<file path="src/hdl/dtot_pkg.sv">
`timescale 1ns / 1ps

package dtot_pkg;

	// Section size bounds and descriptor cap (defaults for the top level)
	localparam int MIN_SECTION_BYTES_DEF = 14;
	localparam int MAX_SECTION_BYTES_DEF = 1024;
	localparam int MAX_DESCRIPTORS_DEF   = 32;

	// Field widths
	localparam int IDX_W    = 11;
	localparam int LEN_W    = 12;
	localparam int UTC_W    = 40;
	localparam int CNT_W    = 6;
	localparam int OFF_W    = 10;
	localparam int CRC_W    = 32;

	localparam logic [IDX_W-1:0] IDX_MAX   = '1;
	localparam logic [CNT_W-1:0] CNT_MAX   = '1;

	// Header byte positions
	localparam logic [IDX_W-1:0] POS_TABLE_ID  = 11'd0;
	localparam logic [IDX_W-1:0] POS_LEN_HI    = 11'd1;
	localparam logic [IDX_W-1:0] POS_LEN_LO    = 11'd2;
	localparam logic [IDX_W-1:0] POS_UTC_FIRST = 11'd3;
	localparam logic [IDX_W-1:0] POS_UTC_LAST  = 11'd7;
	localparam logic [IDX_W-1:0] POS_LOOP_HI   = 11'd8;
	localparam logic [IDX_W-1:0] POS_LOOP_LO   = 11'd9;
	localparam logic [IDX_W-1:0] POS_LOOP_BASE = 11'd10;

	// Result codes
	localparam logic KIND_DESC    = 1'b0;
	localparam logic KIND_SUMMARY = 1'b1;

	localparam logic [1:0] STATUS_OK   = 2'd0;
	localparam logic [1:0] STATUS_CRC  = 2'd1;
	localparam logic [1:0] STATUS_SIZE = 2'd2;

	// MPEG-2 CRC-32
	localparam logic [CRC_W-1:0] CRC_POLY = 32'h04C1_1DB7;
	localparam logic [CRC_W-1:0] CRC_INIT = 32'hFFFF_FFFF;

	typedef struct packed {
		logic advance;
		logic restart;
	} crc_ctrl_t;

	typedef struct packed {
		logic             residue_bad;
		logic [CRC_W-1:0] tail_word;
	} crc_stat_t;

	// One byte of the CRC, MSB first, no reflection
	function automatic logic [CRC_W-1:0] crc32_byte(input logic [CRC_W-1:0] crc_in,
			input logic [7:0] data);
		logic [CRC_W-1:0] c;
		c = crc_in ^ {data, 24'h0};
		for (int i = 0; i < 8; i++) begin
			if (c[CRC_W-1]) begin
				c = {c[CRC_W-2:0], 1'b0} ^ CRC_POLY;
			end else begin
				c = {c[CRC_W-2:0], 1'b0};
			end
		end
		return c;
	endfunction

endpackage

</file>
<file path="src/hdl/dvb_tot_section_parser.sv">
`timescale 1ns / 1ps
// Each accepted byte's result is registered straight into the output register.
// Throughput: one byte per cycle unless a held result drops in_ready; header, descriptor
// walk and byte-wide CRC-32 all finish between the parser state and the output register.
// in_ready drops only while a result is held and out_ready is low.
// Reset (arst_n low) clears the parser state, loads the CRC with all ones and
// empties the output register; the final byte also clears state and reloads the CRC.

module dvb_tot_section_parser #(
	parameter int MIN_SECTION_BYTES = dtot_pkg::MIN_SECTION_BYTES_DEF,
	parameter int MAX_SECTION_BYTES = dtot_pkg::MAX_SECTION_BYTES_DEF,
	parameter int MAX_DESCRIPTORS   = dtot_pkg::MAX_DESCRIPTORS_DEF
) (
	input  logic                          clk,
	input  logic                          arst_n,
	input  logic                          in_valid,
	output logic                          in_ready,
	input  logic [7:0]                    data_byte,
	input  logic                          final_byte,
	output logic                          out_valid,
	input  logic                          out_ready,
	output logic                          record_kind,
	output logic [7:0]                    desc_tag,
	output logic [7:0]                    desc_length,
	output logic [dtot_pkg::OFF_W-1:0]    desc_offset,
	output logic [7:0]                    table_ident,
	output logic                          syntax_flag,
	output logic [dtot_pkg::LEN_W-1:0]    sect_length,
	output logic [dtot_pkg::UTC_W-1:0]    utc_stamp,
	output logic [dtot_pkg::LEN_W-1:0]    loop_length,
	output logic [dtot_pkg::CNT_W-1:0]    desc_total,
	output logic [1:0]                    parse_status,
	output logic [dtot_pkg::CRC_W-1:0]    crc_received
);

	localparam int IW = dtot_pkg::IDX_W;
	localparam int LW = dtot_pkg::LEN_W;
	localparam int CW = dtot_pkg::CNT_W;

	// Parser state
	logic [IW-1:0]              byte_idx_q;
	logic [7:0]                 table_id_q;
	logic                       syntax_q;
	logic [LW-1:0]              sect_len_q;
	logic [LW-1:0]              loop_len_q;
	logic [dtot_pkg::UTC_W-1:0] utc_q;
	logic [LW-1:0]              loop_rem_q;
	logic [IW-1:0]              next_pos_q;
	logic [7:0]                 pend_tag_q;
	logic [CW-1:0]              desc_cnt_q;

	logic [7:0]                 table_id_d;
	logic                       syntax_d;
	logic [LW-1:0]              sect_len_d;
	logic [LW-1:0]              loop_len_d;
	logic [dtot_pkg::UTC_W-1:0] utc_d;
	logic [LW-1:0]              loop_rem_d;
	logic [IW-1:0]              next_pos_d;
	logic [7:0]                 pend_tag_d;
	logic [CW-1:0]              desc_cnt_d;

	// Output register
	logic                       out_valid_q;
	logic                       kind_q;
	logic [7:0]                 tag_q;
	logic [7:0]                 dlen_q;
	logic [dtot_pkg::OFF_W-1:0] off_q;
	logic [7:0]                 tid_q;
	logic                       syn_q;
	logic [LW-1:0]              slen_q;
	logic [dtot_pkg::UTC_W-1:0] utc_out_q;
	logic [LW-1:0]              llen_q;
	logic [CW-1:0]              total_q;
	logic [1:0]                 status_q;
	logic [dtot_pkg::CRC_W-1:0] crc_rx_q;

	logic                       accept;
	logic                       emit_desc;
	logic                       size_bad;
	logic [IW:0]                sect_size;
	logic [8:0]                 move;
	logic [IW:0]                next_sum;
	logic                       walk_on;
	dtot_pkg::crc_ctrl_t        crc_ctrl;
	dtot_pkg::crc_stat_t        crc_stat;

	assign in_ready = !out_valid_q || out_ready;
	assign accept   = in_valid && in_ready;

	assign crc_ctrl.advance = accept;
	assign crc_ctrl.restart = final_byte;

	dtot_crc u_crc (
		.clk       (clk),
		.arst_n    (arst_n),
		.ctrl      (crc_ctrl),
		.data_byte (data_byte),
		.stat      (crc_stat)
	);

	assign move      = {1'b0, data_byte} + 9'd2;
	assign next_sum  = {1'b0, next_pos_q} + {{(IW-8){1'b0}}, move};
	assign sect_size = {1'b0, byte_idx_q} + {{IW{1'b0}}, 1'b1};
	assign size_bad  = ({1'b0, sect_size} < (IW+2)'(MIN_SECTION_BYTES)) ||
			({1'b0, sect_size} > (IW+2)'(MAX_SECTION_BYTES));
	assign walk_on   = (loop_rem_q >= LW'(2)) &&
			({1'b0, desc_cnt_q} < (CW+1)'(MAX_DESCRIPTORS)) &&
			(desc_cnt_q != dtot_pkg::CNT_MAX);

	always_comb begin
		table_id_d = table_id_q;
		syntax_d   = syntax_q;
		sect_len_d = sect_len_q;
		loop_len_d = loop_len_q;
		utc_d      = utc_q;
		loop_rem_d = loop_rem_q;
		next_pos_d = next_pos_q;
		pend_tag_d = pend_tag_q;
		desc_cnt_d = desc_cnt_q;
		emit_desc  = 1'b0;
		// Past the saturated index only the CRC and tail advance
		if (byte_idx_q != dtot_pkg::IDX_MAX) begin
			if (byte_idx_q == dtot_pkg::POS_TABLE_ID) begin
				table_id_d = data_byte;
			end else if (byte_idx_q == dtot_pkg::POS_LEN_HI) begin
				syntax_d   = data_byte[7];
				sect_len_d = {data_byte[3:0], 8'h00};
			end else if (byte_idx_q == dtot_pkg::POS_LEN_LO) begin
				sect_len_d = {sect_len_q[LW-1:8], data_byte};
			end else if (byte_idx_q >= dtot_pkg::POS_UTC_FIRST &&
					byte_idx_q <= dtot_pkg::POS_UTC_LAST) begin
				utc_d = {utc_q[dtot_pkg::UTC_W-9:0], data_byte};
			end else if (byte_idx_q == dtot_pkg::POS_LOOP_HI) begin
				loop_len_d = {data_byte[3:0], 8'h00};
			end else if (byte_idx_q == dtot_pkg::POS_LOOP_LO) begin
				loop_len_d = {loop_len_q[LW-1:8], data_byte};
				loop_rem_d = {loop_len_q[LW-1:8], data_byte};
				next_pos_d = dtot_pkg::POS_LOOP_BASE;
			end else if (walk_on) begin
				if (byte_idx_q == next_pos_q) begin
					pend_tag_d = data_byte;
				end else if ({1'b0, byte_idx_q} == {1'b0, next_pos_q} + {{IW{1'b0}}, 1'b1}
						&& !final_byte) begin
					emit_desc  = 1'b1;
					desc_cnt_d = desc_cnt_q + CW'(1);
					if ({{(LW-9){1'b0}}, move} > loop_rem_q) begin
						loop_rem_d = '0;
					end else begin
						loop_rem_d = loop_rem_q - {{(LW-9){1'b0}}, move};
					end
					if (next_sum > {1'b0, dtot_pkg::IDX_MAX}) begin
						next_pos_d = dtot_pkg::IDX_MAX;
					end else begin
						next_pos_d = next_sum[IW-1:0];
					end
				end
			end
		end
	end

	always_ff @(posedge clk or negedge arst_n) begin
		if (!arst_n) begin
			byte_idx_q <= '0;
			table_id_q <= '0;
			syntax_q   <= 1'b0;
			sect_len_q <= '0;
			loop_len_q <= '0;
			utc_q      <= '0;
			loop_rem_q <= '0;
			next_pos_q <= '0;
			pend_tag_q <= '0;
			desc_cnt_q <= '0;
		end else if (accept) begin
			if (final_byte) begin
				// Section ends: return to the idle header state
				byte_idx_q <= '0;
				table_id_q <= '0;
				syntax_q   <= 1'b0;
				sect_len_q <= '0;
				loop_len_q <= '0;
				utc_q      <= '0;
				loop_rem_q <= '0;
				next_pos_q <= '0;
				pend_tag_q <= '0;
				desc_cnt_q <= '0;
			end else begin
				if (byte_idx_q != dtot_pkg::IDX_MAX) begin
					byte_idx_q <= byte_idx_q + IW'(1);
				end
				table_id_q <= table_id_d;
				syntax_q   <= syntax_d;
				sect_len_q <= sect_len_d;
				loop_len_q <= loop_len_d;
				utc_q      <= utc_d;
				loop_rem_q <= loop_rem_d;
				next_pos_q <= next_pos_d;
				pend_tag_q <= pend_tag_d;
				desc_cnt_q <= desc_cnt_d;
			end
		end
	end

	always_ff @(posedge clk or negedge arst_n) begin
		if (!arst_n) begin
			out_valid_q <= 1'b0;
		end else if (accept && (final_byte || emit_desc)) begin
			out_valid_q <= 1'b1;
		end else if (out_ready) begin
			out_valid_q <= 1'b0;
		end
	end

	// Result payload; unused fields of each record kind read as zero
	always_ff @(posedge clk) begin
		if (accept && (final_byte || emit_desc)) begin
			kind_q    <= final_byte ? dtot_pkg::KIND_SUMMARY : dtot_pkg::KIND_DESC;
			tag_q     <= final_byte ? 8'h00 : pend_tag_q;
			dlen_q    <= final_byte ? 8'h00 : data_byte;
			off_q     <= final_byte ? '0 : next_pos_q[dtot_pkg::OFF_W-1:0];
			if (final_byte && !size_bad) begin
				tid_q     <= table_id_d;
				syn_q     <= syntax_d;
				slen_q    <= sect_len_d;
				utc_out_q <= utc_d;
				llen_q    <= loop_len_d;
				total_q   <= desc_cnt_d;
				status_q  <= crc_stat.residue_bad ? dtot_pkg::STATUS_CRC :
						dtot_pkg::STATUS_OK;
				crc_rx_q  <= crc_stat.tail_word;
			end else begin
				tid_q     <= '0;
				syn_q     <= 1'b0;
				slen_q    <= '0;
				utc_out_q <= '0;
				llen_q    <= '0;
				total_q   <= '0;
				status_q  <= final_byte ? dtot_pkg::STATUS_SIZE : dtot_pkg::STATUS_OK;
				crc_rx_q  <= '0;
			end
		end
	end

	assign out_valid    = out_valid_q;
	assign record_kind  = kind_q;
	assign desc_tag     = tag_q;
	assign desc_length  = dlen_q;
	assign desc_offset  = off_q;
	assign table_ident  = tid_q;
	assign syntax_flag  = syn_q;
	assign sect_length  = slen_q;
	assign utc_stamp    = utc_out_q;
	assign loop_length  = llen_q;
	assign desc_total   = total_q;
	assign parse_status = status_q;
	assign crc_received = crc_rx_q;

`ifndef NO_ASSERTIONS
	a_final_gives_summary: assert property (@(posedge clk) disable iff (!arst_n)
		accept && final_byte |=> out_valid && (record_kind == dtot_pkg::KIND_SUMMARY))
		else $error("final byte did not produce a section summary");

	a_final_clears_state: assert property (@(posedge clk) disable iff (!arst_n)
		accept && final_byte |=> (byte_idx_q == '0) && (desc_cnt_q == '0) &&
			(loop_rem_q == '0))
		else $error("parser state not cleared after final byte");

	a_size_error_clean: assert property (@(posedge clk) disable iff (!arst_n)
		out_valid && (record_kind == dtot_pkg::KIND_SUMMARY) &&
			(parse_status == dtot_pkg::STATUS_SIZE)
		|-> (desc_total == '0) && (crc_received == '0) && (loop_length == '0))
		else $error("size error summary carries field data");

	a_desc_cap: assert property (@(posedge clk) disable iff (!arst_n)
		accept && emit_desc |=> ({1'b0, desc_cnt_q} <= (CW+1)'(MAX_DESCRIPTORS)))
		else $error("descriptor count exceeds the cap");

	a_stall_no_accept: assert property (@(posedge clk) disable iff (!arst_n)
		out_valid && !out_ready |-> !accept)
		else $error("byte accepted while a result is stalled");
`endif

endmodule

</file>
<file path="src/hdl/dtot_crc.sv">
`timescale 1ns / 1ps

module dtot_crc (
	input  logic                    clk,
	input  logic                    arst_n,
	input  dtot_pkg::crc_ctrl_t     ctrl,
	input  logic [7:0]              data_byte,
	output dtot_pkg::crc_stat_t     stat
);

	logic [dtot_pkg::CRC_W-1:0] crc_q;
	logic [dtot_pkg::CRC_W-1:0] tail_q;
	logic [dtot_pkg::CRC_W-1:0] crc_nxt;
	logic [dtot_pkg::CRC_W-1:0] tail_nxt;

	assign crc_nxt  = dtot_pkg::crc32_byte(crc_q, data_byte);
	assign tail_nxt = {tail_q[dtot_pkg::CRC_W-9:0], data_byte};

	// Status reflects the byte being accepted now
	assign stat.residue_bad = (crc_nxt != '0);
	assign stat.tail_word   = tail_nxt;

	always_ff @(posedge clk or negedge arst_n) begin
		if (!arst_n) begin
			crc_q  <= dtot_pkg::CRC_INIT;
			tail_q <= '0;
		end else if (ctrl.advance) begin
			if (ctrl.restart) begin
				crc_q  <= dtot_pkg::CRC_INIT;
				tail_q <= '0;
			end else begin
				crc_q  <= crc_nxt;
				tail_q <= tail_nxt;
			end
		end
	end

endmodule
</file>
<file path="config.mk">
export PLATFORM = sky130hd
export DESIGN_NAME = dvb_tot_section_parser
export DESIGN_NICKNAME = d
export VERILOG_FILES = /design/src/hdl/dtot_pkg.sv /design/src/hdl/dvb_tot_section_parser.sv /design/src/hdl/dtot_crc.sv
export SDC_FILE = /design/constraint.sdc
export NUM_CORES = 1
export LEC_CHECK = 0
export ABC_AREA = 0
export BUFFER_PORTS_ARGS = -buffer_cell sky130_fd_sc_hd__buf_2
export CAP_MARGIN = 15
export CORE_UTILIZATION = 64
export CTS_CLUSTER_SIZE = 25
export DETAILED_ROUTE_END_ITERATION = 8
export GPL_TIMING_DRIVEN = 1
export PLACE_DENSITY = 0.85
export SETUP_SLACK_MARGIN = 0.1
export SYNTH_ARGS = -nofsm -noshare
export SYNTH_HDL_FRONTEND = slang
export SYNTH_SLANG_ARGS = --single-unit
export TNS_END_PERCENT = 5
</file>
<file path="constraint.sdc">
create_clock -name clk -period 16.9 [get_ports clk]
set_clock_uncertainty 0.2 [all_clocks]
set_input_delay 0.845 -clock clk [delete_from_list [all_inputs] [get_ports clk]]
set_output_delay 0.845 -clock clk [all_outputs]
set_load 0.01 [all_outputs]
</file>
==> flow_summary_export.csv, run 1 <==
group,metric,value,unit
drt,viasPerCell,6.09,
timing,worst_pin_slew,1.16,ns
power,sw_frac_of_total,0.340,
grt,grt_util_met2,0.490,
die,dieArea,25400,µm²
grt,grt_use_met3,0.0362,
power,power_density,143,nW/µm²
logic_synthesis,synth_edf_count,140,
die,core-area,24300,µm²
drt,wl,38.1,mm
setup_path,cp-end-kind,"flip-flop",
timing,hold_viol_final,0,
power,combPwrFrac,0.304,
clock_network,cts_resized,0,
setup_path,critPathKind,"flip-flop to flip-flop",
drt,dr.pass1.iters,6,
layout,syn2layout_area_growth,12.3,%
power,clkPwrFrac,0.271,
power,p_leak,0.00718,µW
clock_network,h-tree-depth,1,
clock_network,clk_path_buf_depth,3,
clock_network,root_buffer,"clkbuf_16",
timing,finalCritPeriodShare,0.239,
flow_run,cap_violations,0,
logic_synthesis,synth_cell_types,76,
grt,grt_overflow_total,0,
logic_synthesis,synth_seq_area_share,0.549,
drt,wl_per_cell,18.7,µm
drt,drt_iter0_drc,1327,
grt,grt_pass1_vias,12000,
timing,finalSetupViolCount,0,
logic_synthesis,synthCells,1589,
timing,finalCriticalPeriod,4.05,ns
logic_synthesis,synthesis.area,15800,µm²
logic_synthesis,yosys.area.top_type_share,0.265,
drt,drc,0,
logic_synthesis,synthArstFlopShare,0.560,
logic_synthesis,synth_top_cell_by_area,"edfxtp_1",
clock_network,cts_buffers,31,
die,die_h,159,µm
layout,drive_above_1_share,0.164,
clock_network,cts_setup_buffers,0,
clock_network,clock_sinks,318,
setup_path,cp-start-kind,"flip-flop",
clock_network,insertion_delay,0.56,ns
grt,busiest_layer,"met2",
timing,fin_tns_setup,0,ns
power,vdd_drop_max,0.000108,V
placement,port_buffers,154,
setup_path,r2r_start,"next_pos_q[1]",
die,initial_utilization,0.651,
logic_synthesis,ys.flop_type,"dfrtp_1",
timing,slew_headroom,0.228,
timing,fmax,247,MHz
logic_synthesis,syn_avg_cell_area,9.97,µm²
clock_network,clkTransAtPathRegs,0.07,ns
hold_path,hp-class,"input port to asynchronous set/reset pin",
logic_synthesis,synth_warnings,0,
power,power_switching,863,µW
setup_path,path_max_fanout,140,
clock_network,tritoncts,"built",
logic_synthesis,synth_area_leaders,"edfxtp_1, dfrtp_1, nand2_1",
grt,grt_use_met1,0.430,
setup_path,cp.required,16.88,ns
power,p_int,1680,µW
drt,postRouteAntennaNets,0,
setup_path,crit_start,"next_pos_q[1]",
die,die_w,159,µm
die,io_pins,155,
status,status,"finished, final reports clean",
timing,grt_setup_unrepaired,"no",
grt,grt_pass1_wl,62.0,mm
setup_path,arrival,4.02,ns
layout,fin_nets,1728,
clock_network,cts_hold_buf,0,
die,rows,57,
logic_synthesis,syn_nets,1630,
logic_synthesis,yosys_register_bits,318,
drt,num_vias,12400,
power,power,2540,µW
grt,grt_max_degree,141,
grt,grt_util_all_layers,0.303,
grt,antenna_found_initial,1,
placement,dpl.hpwl,24.5,mm
timing,final_max_slew_viol_count,0,
placement,gp_congestion,0.914,
power,p_seq_frac,0.425,
==> layout make-up <==
cell class / count / area, µm²
Clock buffer: 46 / 902
Fill cell: 1693 / 6540
Timing Repair Buffer: 166 / 882
Sequential cell: 318 / 8700
Clock inverter: 11 / 114
Tap cell: 324 / 405
Inverter: 54 / 203
Multi-Input combinational cell: 1116 / 6580
Antenna cell: 1 / 2.50
==> synth_stat cells (all sizes together) (2+ instances only) <==
library cell / count
nand4: 11
o211ai: 4
a211oi: 2
or4: 3
a22oi: 25
dfstp: 32
and2: 7
buf: 26
o22ai: 2
o21a: 6
fa: 2
nand2: 259
edfxtp: 140
o31ai: 30
dfrtp: 146
o31a: 3
mux2i: 2
xor2: 37
nor4: 11
o221a: 2
a21o: 2
ha: 26
a22o: 8
o21ai: 119
a31o: 2
nor2b: 25
nor4b: 2
xnor2: 74
inv: 54
nor2: 152
o22a: 7
clkbuf: 75
a21oi: 113
a32oi: 3
nand3: 30
a21boi: 56
and3: 11
or3: 4
nor3: 22
or2: 2
o211a: 2
a31oi: 13
mux2: 8
and4: 6
nand2b: 8
==> state kept, by name, summed over array words and instances (netlist names), 10 cells and up <==
| register | count |
|---|---|
| byte_idx_q | 11 |
| crc_received | 32 |
| desc_offset | 10 |
| loop_len_q | 12 |
| loop_length | 12 |
| loop_rem_q | 12 |
| next_pos_q | 11 |
| sect_len_q | 12 |
| sect_length | 12 |
| u_crc.crc_q | 32 |
| u_crc.tail_q | 24 |
| utc_q | 40 |
| utc_stamp | 40 |
==> cells by family after synthesis <==
group,count (synthesis),share of synthesized area
buffers and inverters,155,0.0381
AO/OA/AOI/OAI,410,0.162
XOR/XNOR,111,0.0657
flip-flops,318,0.549
multiplexers,10,0.00695
adder cells (fa/ha/maj),28,0.0231
AND/OR/NAND/NOR,557,0.155
==> path summary, 6_finish.rpt <==
kind,end,slack (ns),cells after the start
setup / recovery,desc_offset[6],12.85,9
hold / removal,next_pos_q[8],0.02,1
setup reg to reg,desc_offset[6],12.85,9
hold reg to reg,u_crc.tail_q[17],0.27,2
max in group asynchronous,sect_len_q[7],15.20,2
min in group clk,u_crc.tail_q[17],0.27,2
==> stage by stage <==
stage          instances  hold WS [ns]  worst slack (ns)  instance area (µm²)  utilization
6_report            2036        0.0221             12.85                17800        0.731
5_1_grt             2035        0.0542             12.60                17800        0.731
4_1_cts             2035        0.0415             12.91                17800        0.731
3_5_place_dp        1978         0.266             12.59                16800        0.689
3_3_place_gp        1978         0.259             12.64                16800        0.689
2_1_floorplan       1589         0.249              7.15                15800            -
==> cells in the final DEF (no fill, tap or decap), drive strengths merged, types with 6 or more instances in the layout <==
cell type	count
nand2	259
buf	166
nor2	152
dfrtp	146
edfxtp	140
o21ai	119
a21oi	113
xnor2	74
a21boi	56
inv	54
clkbuf	46
xor2	37
dfstp	32
o31ai	30
nand3	30
ha	26
nor2b	25
a22oi	25
nor3	22
a31oi	13
and3	11
nand4	11
nor4	11
nand2b	8
a22o	8
mux2	8
clkinv	8
o22a	7
and2	7
and4	6
o21a	6
==> power by group through the flow <==
| stage | sequential [µW] | clock (µW) | combinational (µW) |
|---|---|---|---|
| global route | 1100 | 724 | 861 |
| finish | 1080 | 689 | 771 |
| CTS | 1080 | 693 | 768 |
| floorplan | 1060 | 0 | 609 |
| global placement | 1080 | 0 | 734 |
| detailed placement | 1090 | 0 | 760 |
==> per-layer routing <==
metal | share of wire | up-vias
met4 | 0.031 | 0
met2 | 0.48 | 526
met1 | 0.42 | 6041
met5 | 0 | -
met3 | 0.067 | 89
li1 | - | 5753
==> critical path, cell delays in order (launching register included) <==
cell and delay (ns):
dfrtp_1 0.55, ha_1 0.36, nand4b_1 0.18, a2111oi_2 0.41, o211ai_1 0.14, or4_4 0.47, nor3_4 0.29, nand2_1 0.18
a21oi_4 0.21, buf_12 0.55
Note: power is estimated with default switching activity, not from simulation.
==> inputs of run 2 (changes only) <==
- CORE_UTILIZATION: 64 -> 60
- PLACE_DENSITY: 0.85 -> 0.81
- clock period: 16.9 -> 3.8 ns (I/O delays scaled with it)
==> run 2 against run 1 <==
- clock power rose to 4.9 times the previous value
- global-route usage down 0.075 points
- cell area up 3.3%
- combinational power rose to 4.6 times the previous value
- sequential power rose to 4.4 times the previous value
- highest routed layer unchanged
- via count up 2.8%
- power rose to 4.6 times the previous value
- non-clock buffer count up 46
- die area up 6.6%
- critical path depth unchanged
- first-iteration DRC count up 11%
- cell count up 3.1%
==> flow_summary_export.csv, run 2 (synthesis gave the netlist of run 1 again) <==
group,metric,value,unit
layout,syn2layout_area_growth,16.0,%
setup_path,cp.required,4.04,ns
power,p_leak,0.00748,µW
setup_path,cp-start-kind,"flip-flop",
timing,fin_ws,0.295,ns
drt,num_vias,12800,
timing,final_max_slew_viol_count,0,
grt,grt_pass1_wl,63.7,mm
setup_path,path_max_fanout,11,
setup_path,critPathKind,"flip-flop to flip-flop",
grt,grt_util_met2,0.487,
grt,grt_use_met3,0.0472,
drt,drt_iter0_drc,1471,
die,rows,59,
placement,dp_cells,2024,
setup_path,worst_r2r_endpoint,"out_valid",
drt,wl_per_cell,19.4,µm
die,io_pins,155,
timing,grt_setup_unrepaired,"yes",
clock_network,tritoncts,"built",
die,die_h,164,µm
clock_network,root_buffer,"clkbuf_16",
die,dieArea,27000,µm²
grt,grt_use_met1,0.419,
timing,fmax,285,MHz
grt,grt_overflow_total,0,
clock_network,insertion_delay,0.52,ns
layout,drive_above_1_share,0.186,
setup_path,reg2reg_slack,0.30,ns
placement,dpl.hpwl,26.4,mm
setup_path,crit_start,"next_pos_q[2]",
setup_path,cp-endpoint,"out_valid",
hold_path,hp-start,"data_byte[0]",
die,core-area,26000,µm²
power,vdd_drop_max,0.000465,V
timing,worst_pin_slew,1.17,ns
grt,busiest_layer,"met2",
timing,finalCritPeriodShare,0.922,
layout,fillers,1906,
hold_path,hp-class,"input port to flip-flop",
die,initial_utilization,0.609,
layout,antenna_cells,0,
setup_path,r2r_start,"next_pos_q[2]",
status,status,"finished, final reports clean",
timing,finalCriticalPeriod,3.50,ns
drt,viasPerCell,6.08,
drt,wl,40.7,mm
clock_network,cts_buffers,35,
placement,pre_cts_slack,0.275,ns
timing,fin_tns_setup,0,ns
drt,drc,0,
setup_path,arrival,3.75,ns
setup_path,ff2ff_path_depth,9,
grt,grt_util_all_layers,0.302,
layout,final_cells,2100,
grt,grt_pass1_vias,12100,
placement,gp_congestion,0.934,
timing,hold_viol_final,0,
placement,port_buffers,154,
layout,fin_nets,1780,
drt,postRouteAntennaNets,0,
power,power_density,634,nW/µm²
clock_network,clk_path_buf_depth,3,
grt,antenna_found_initial,1,
setup_path,cp-end-kind,"flip-flop",
die,die_w,164,µm
clock_network,clock_sinks,318,
timing,finalSetupViolCount,0,
clock_network,clkTransAtPathRegs,0.06,ns
layout,final_cell_mix,"nand2_1, buf_2, nor2_1",
grt,grt_max_degree,77,
flow_run,cap_violations,0,
clock_network,h-tree-depth,2,
clock_network,cts_resized,0,
layout,final_common_cell,"nand2_1",
timing,slew_headroom,0.215,
drt,dr.pass1.iters,6,
run 2: cell type report:
cell class / instances / area [µm²] / area share
well taps: 335 / 419 / 0.0228
flip-flops and latches: 318 / 8700 / 0.474
clock inverters: 16 / 154 / 0.00838
clock buffers: 47 / 991 / 0.0540
multi-input cells: 1118 / 6600 / 0.359
repair buffers: 212 / 1300 / 0.0707
inverters: 54 / 203 / 0.0110
run 2: what timing repair did:
| item | CTS | global route |
|---|---|---|
| setup endpoints to repair | 0 | 31 |
| hold endpoints to repair | 83 | 0 |
| hold buffers | 8 | 0 |
| setup buffers | 0 | 3 |
run 2: critical path: stages, from the launching register on:
cell and delay [ns]:
dfrtp_1 0.56, and4_1 0.37, nand4_1 0.15, xnor2_1 0.17, or4_4 0.56, nor3_4 0.31, and2_1 0.37, o21ai_0 0.12
nand2_1 0.10, dlygate4sd3_1 0.54
run 2: per-stage QoR:
step	util	area [µm²]	hold slack, ns	power, µW
floorplan	-	15800	-0.306	7400
global placement	0.658	17100	0.0835	8120
detailed placement	0.658	17100	0.0771	8260
CTS	0.705	18300	0.0190	11600
global route	0.707	18400	0.0528	12200
finish	0.707	18400	0.0314	11600
run 2: how the worst min path moves through the flow:
stage,cells after the start,to,slack (ns)
floorplan,0,byte_idx_q[0],-0.31
global placement,1,u_crc.tail_q[20],0.08
detailed placement,1,u_crc.tail_q[19],0.08
CTS,2,loop_len_q[0],0.02
global route,2,loop_len_q[0],0.05
finish,2,loop_len_q[0],0.03
run 2: power breakdown:
group | switching, µW | internal, µW
sequential | 508 | 4260
clock | 1380 | 1980
combinational | 2030 | 1480
total | 3920 | 7720
run 2: metal layers:
| layer | wire (µm) | up-vias |
|---|---|---|
| li1 | - | 5850 |
| met1 | 17000 | 6228 |
| met2 | 19400 | 583 |
| met3 | 3110 | 97 |
| met4 | 1250 | 0 |
| met5 | 0 | - |
==> inputs of run 3 (changes only) <==
- CORE_ASPECT_RATIO: unset -> 0.75
==> run 3 against run 2 <==
- sequential share of layout area increased by 0.18 points
- critical endpoint unchanged
- cell count unchanged
- clock power decreased by 4%
- register-to-register slack got worse by 0.03 ns
- count of clock-buffer cells in the layout decreased by 10
- cell area decreased by 0.38%
==> flow_summary_export.csv, run 3 (synthesis gave the netlist of run 1 again) <==
group,metric,value,unit
timing,finalCritPeriodShare,0.930,
placement,dpl.hpwl,27.4,mm
flow_run,cap_violations,0,
timing,hold_viol_final,0,
layout,fin_nets,1772,
die,die_w,190,µm
power,clkPwrFrac,0.277,
clock_network,clkTransAtPathRegs,0.06,ns
grt,grt_util_all_layers,0.310,
setup_path,arrival,3.82,ns
power,p_leak,0.00743,µW
power,vdd_drop_max,0.000687,V
die,rows,51,
power,p_int,7620,µW
placement,gp_congestion,0.961,
drt,drc,0,
power,combPwrFrac,0.309,
timing,finalCriticalPeriod,3.53,ns
clock_network,cts_buffers,31,
drt,dr.pass1.iters,7,
setup_path,cp-start-kind,"flip-flop",
drt,wl_per_cell,19.6,µm
setup_path,cp-end-kind,"flip-flop",
clock_network,h-tree-depth,1,
layout,regArea,8700,µm²
grt,grt_pass1_vias,12000,
layout,final_common_cell,"nand2_1",
setup_path,cp.required,4.09,ns
drt,postRouteAntennaNets,0,
layout,fillers,1916,
layout,antenna_cells,0,
layout,final_cell_mix,"nand2_1, buf_2, nor2_1",
layout,syn2layout_area_growth,15.5,%
clock_network,clk_path_buf_depth,3,
setup_path,critPathKind,"flip-flop to flip-flop",
die,die_h,143,µm
die,core-area,25900,µm²
hold_path,hp-class,"input port to asynchronous set/reset pin",
drt,num_vias,12700,
drt,wl,41.2,mm
clock_network,clock_sinks,318,
clock_network,root_buffer,"clkbuf_16",
drt,drt_iter0_drc,1361,
power,power_density,634,nW/µm²
power,p_seq_frac,0.414,
power,sw_frac_of_total,0.343,
die,dieArea,27100,µm²
setup_path,path_max_fanout,5,
timing,fmax,283,MHz
power,power_switching,3980,µW
grt,antenna_found_initial,1,
status,status,"finished, final reports clean",
die,io_pins,155,
clock_network,tritoncts,"built",
timing,worst_pin_slew,1.22,ns
placement,port_buffers,154,
power,power,11600,µW
clock_network,insertion_delay,0.56,ns
timing,fin_tns_setup,0,ns
timing,finalSetupViolCount,0,
timing,slew_headroom,0.181,
die,initial_utilization,0.611,
layout,multi_input_area,6580,µm²
timing,holdWs,0.0728,ns
layout,drive_above_1_share,0.182,
drt,viasPerCell,6.05,
grt,grt_pass1_wl,65.7,mm
grt,grt_overflow_total,0,
grt,grt_max_degree,92,
timing,final_max_slew_viol_count,0,
timing,grt_setup_unrepaired,"no",
==> run 3: cell count changes in the layout (fill, tap and decap cells not counted), sizes merged <==
| cell | change |
|---|---|
| buf | -3 |
| bufinv | +2 |
| clkbuf | -10 |
| clkinv | -2 |
| clkinvlp | +1 |
| dlygate4sd3 | +1 |
| inv | +4 |
| nand3 | -2 |
==> run 3: final cells by class <==
| cell class | count | share of cell area |
|---|---|---|
| inverters | 54 | 0.0111 |
| repair buffers | 210 | 0.0716 |
| well taps | 344 | 0.0235 |
| flip-flops and latches | 318 | 0.476 |
| clock buffers | 37 | 0.0465 |
| clock inverters | 21 | 0.0119 |
| multi-input cells | 1116 | 0.360 |
==> run 3: timing repair <==
action | in CTS | in global routing
endpoints found under the hold margin | 82 | 0
setup endpoints to repair | 0 | 1
hold buffers | 9 | 0
gates resized for setup | 0 | 2
buffers inserted | 0 | 0
==> run 3: stage by stage <==
step                      instances   util  area [µm²]  setup slack [ns]
after global placement         2033  0.661       17100             0.492
after floorplan                1589      -       15800             -1.26
after global routing           2100  0.706       18300             0.132
after detailed placement       2033  0.661       17100             0.460
after CTS                      2100  0.706       18300             0.332
final                          2100  0.706       18300             0.268
==> run 3: power groups by stage <==
stage / Combinational, µW / Sequential (µW) / Clock (µW)
after global routing: 3970 / 4870 / 3380
after CTS: 3550 / 4790 / 3240
after detailed placement: 3490 / 4840 / 0
after floorplan: 2710 / 4690 / 0
final: 3580 / 4810 / 3210
after global placement: 3360 / 4800 / 0
==> run 3: final timing paths <==
check | cells past startpoint | slack (ns) | startpoint | endpoint
worst min-delay path | 2 | 0.07 | arst_n | next_pos_q[8]
max in group asynchronous | 3 | 2.32 | arst_n | u_crc.crc_q[19]
min in group clk | 3 | 0.09 | data_byte[1] | loop_len_q[1]
worst max register to register | 11 | 0.27 | next_pos_q[0] | out_valid
worst max-delay path | 11 | 0.27 | next_pos_q[0] | out_valid
worst min register to register | 2 | 0.28 | loop_rem_q[0] | loop_rem_q[0]
==> run 3: layer usage <==
layer | GRT usage | vias up | part of all wire | routed length, µm
met4 | 0.0913 | 0 | 0.030 | 1240
met3 | 0.0563 | 101 | 0.090 | 3710
met2 | 0.473 | 625 | 0.45 | 18600
met5 | 0 | - | 0 | 0
li1 | - | 5835 | - | -
met1 | 0.455 | 6145 | 0.43 | 17600
==> run 3: worst max-delay path: stages, from the launching register on <==
cell	delay, ns
dfrtp_1	0.38
ha_1	0.32
xor2_1	0.16
a2111oi_2	0.34
o211ai_1	0.13
or4_4	0.48
nor3_4	0.21
buf_4	0.17
and2_1	0.29
o21ai_0	0.14
nand2_1	0.10
dlygate4sd3_1	0.56
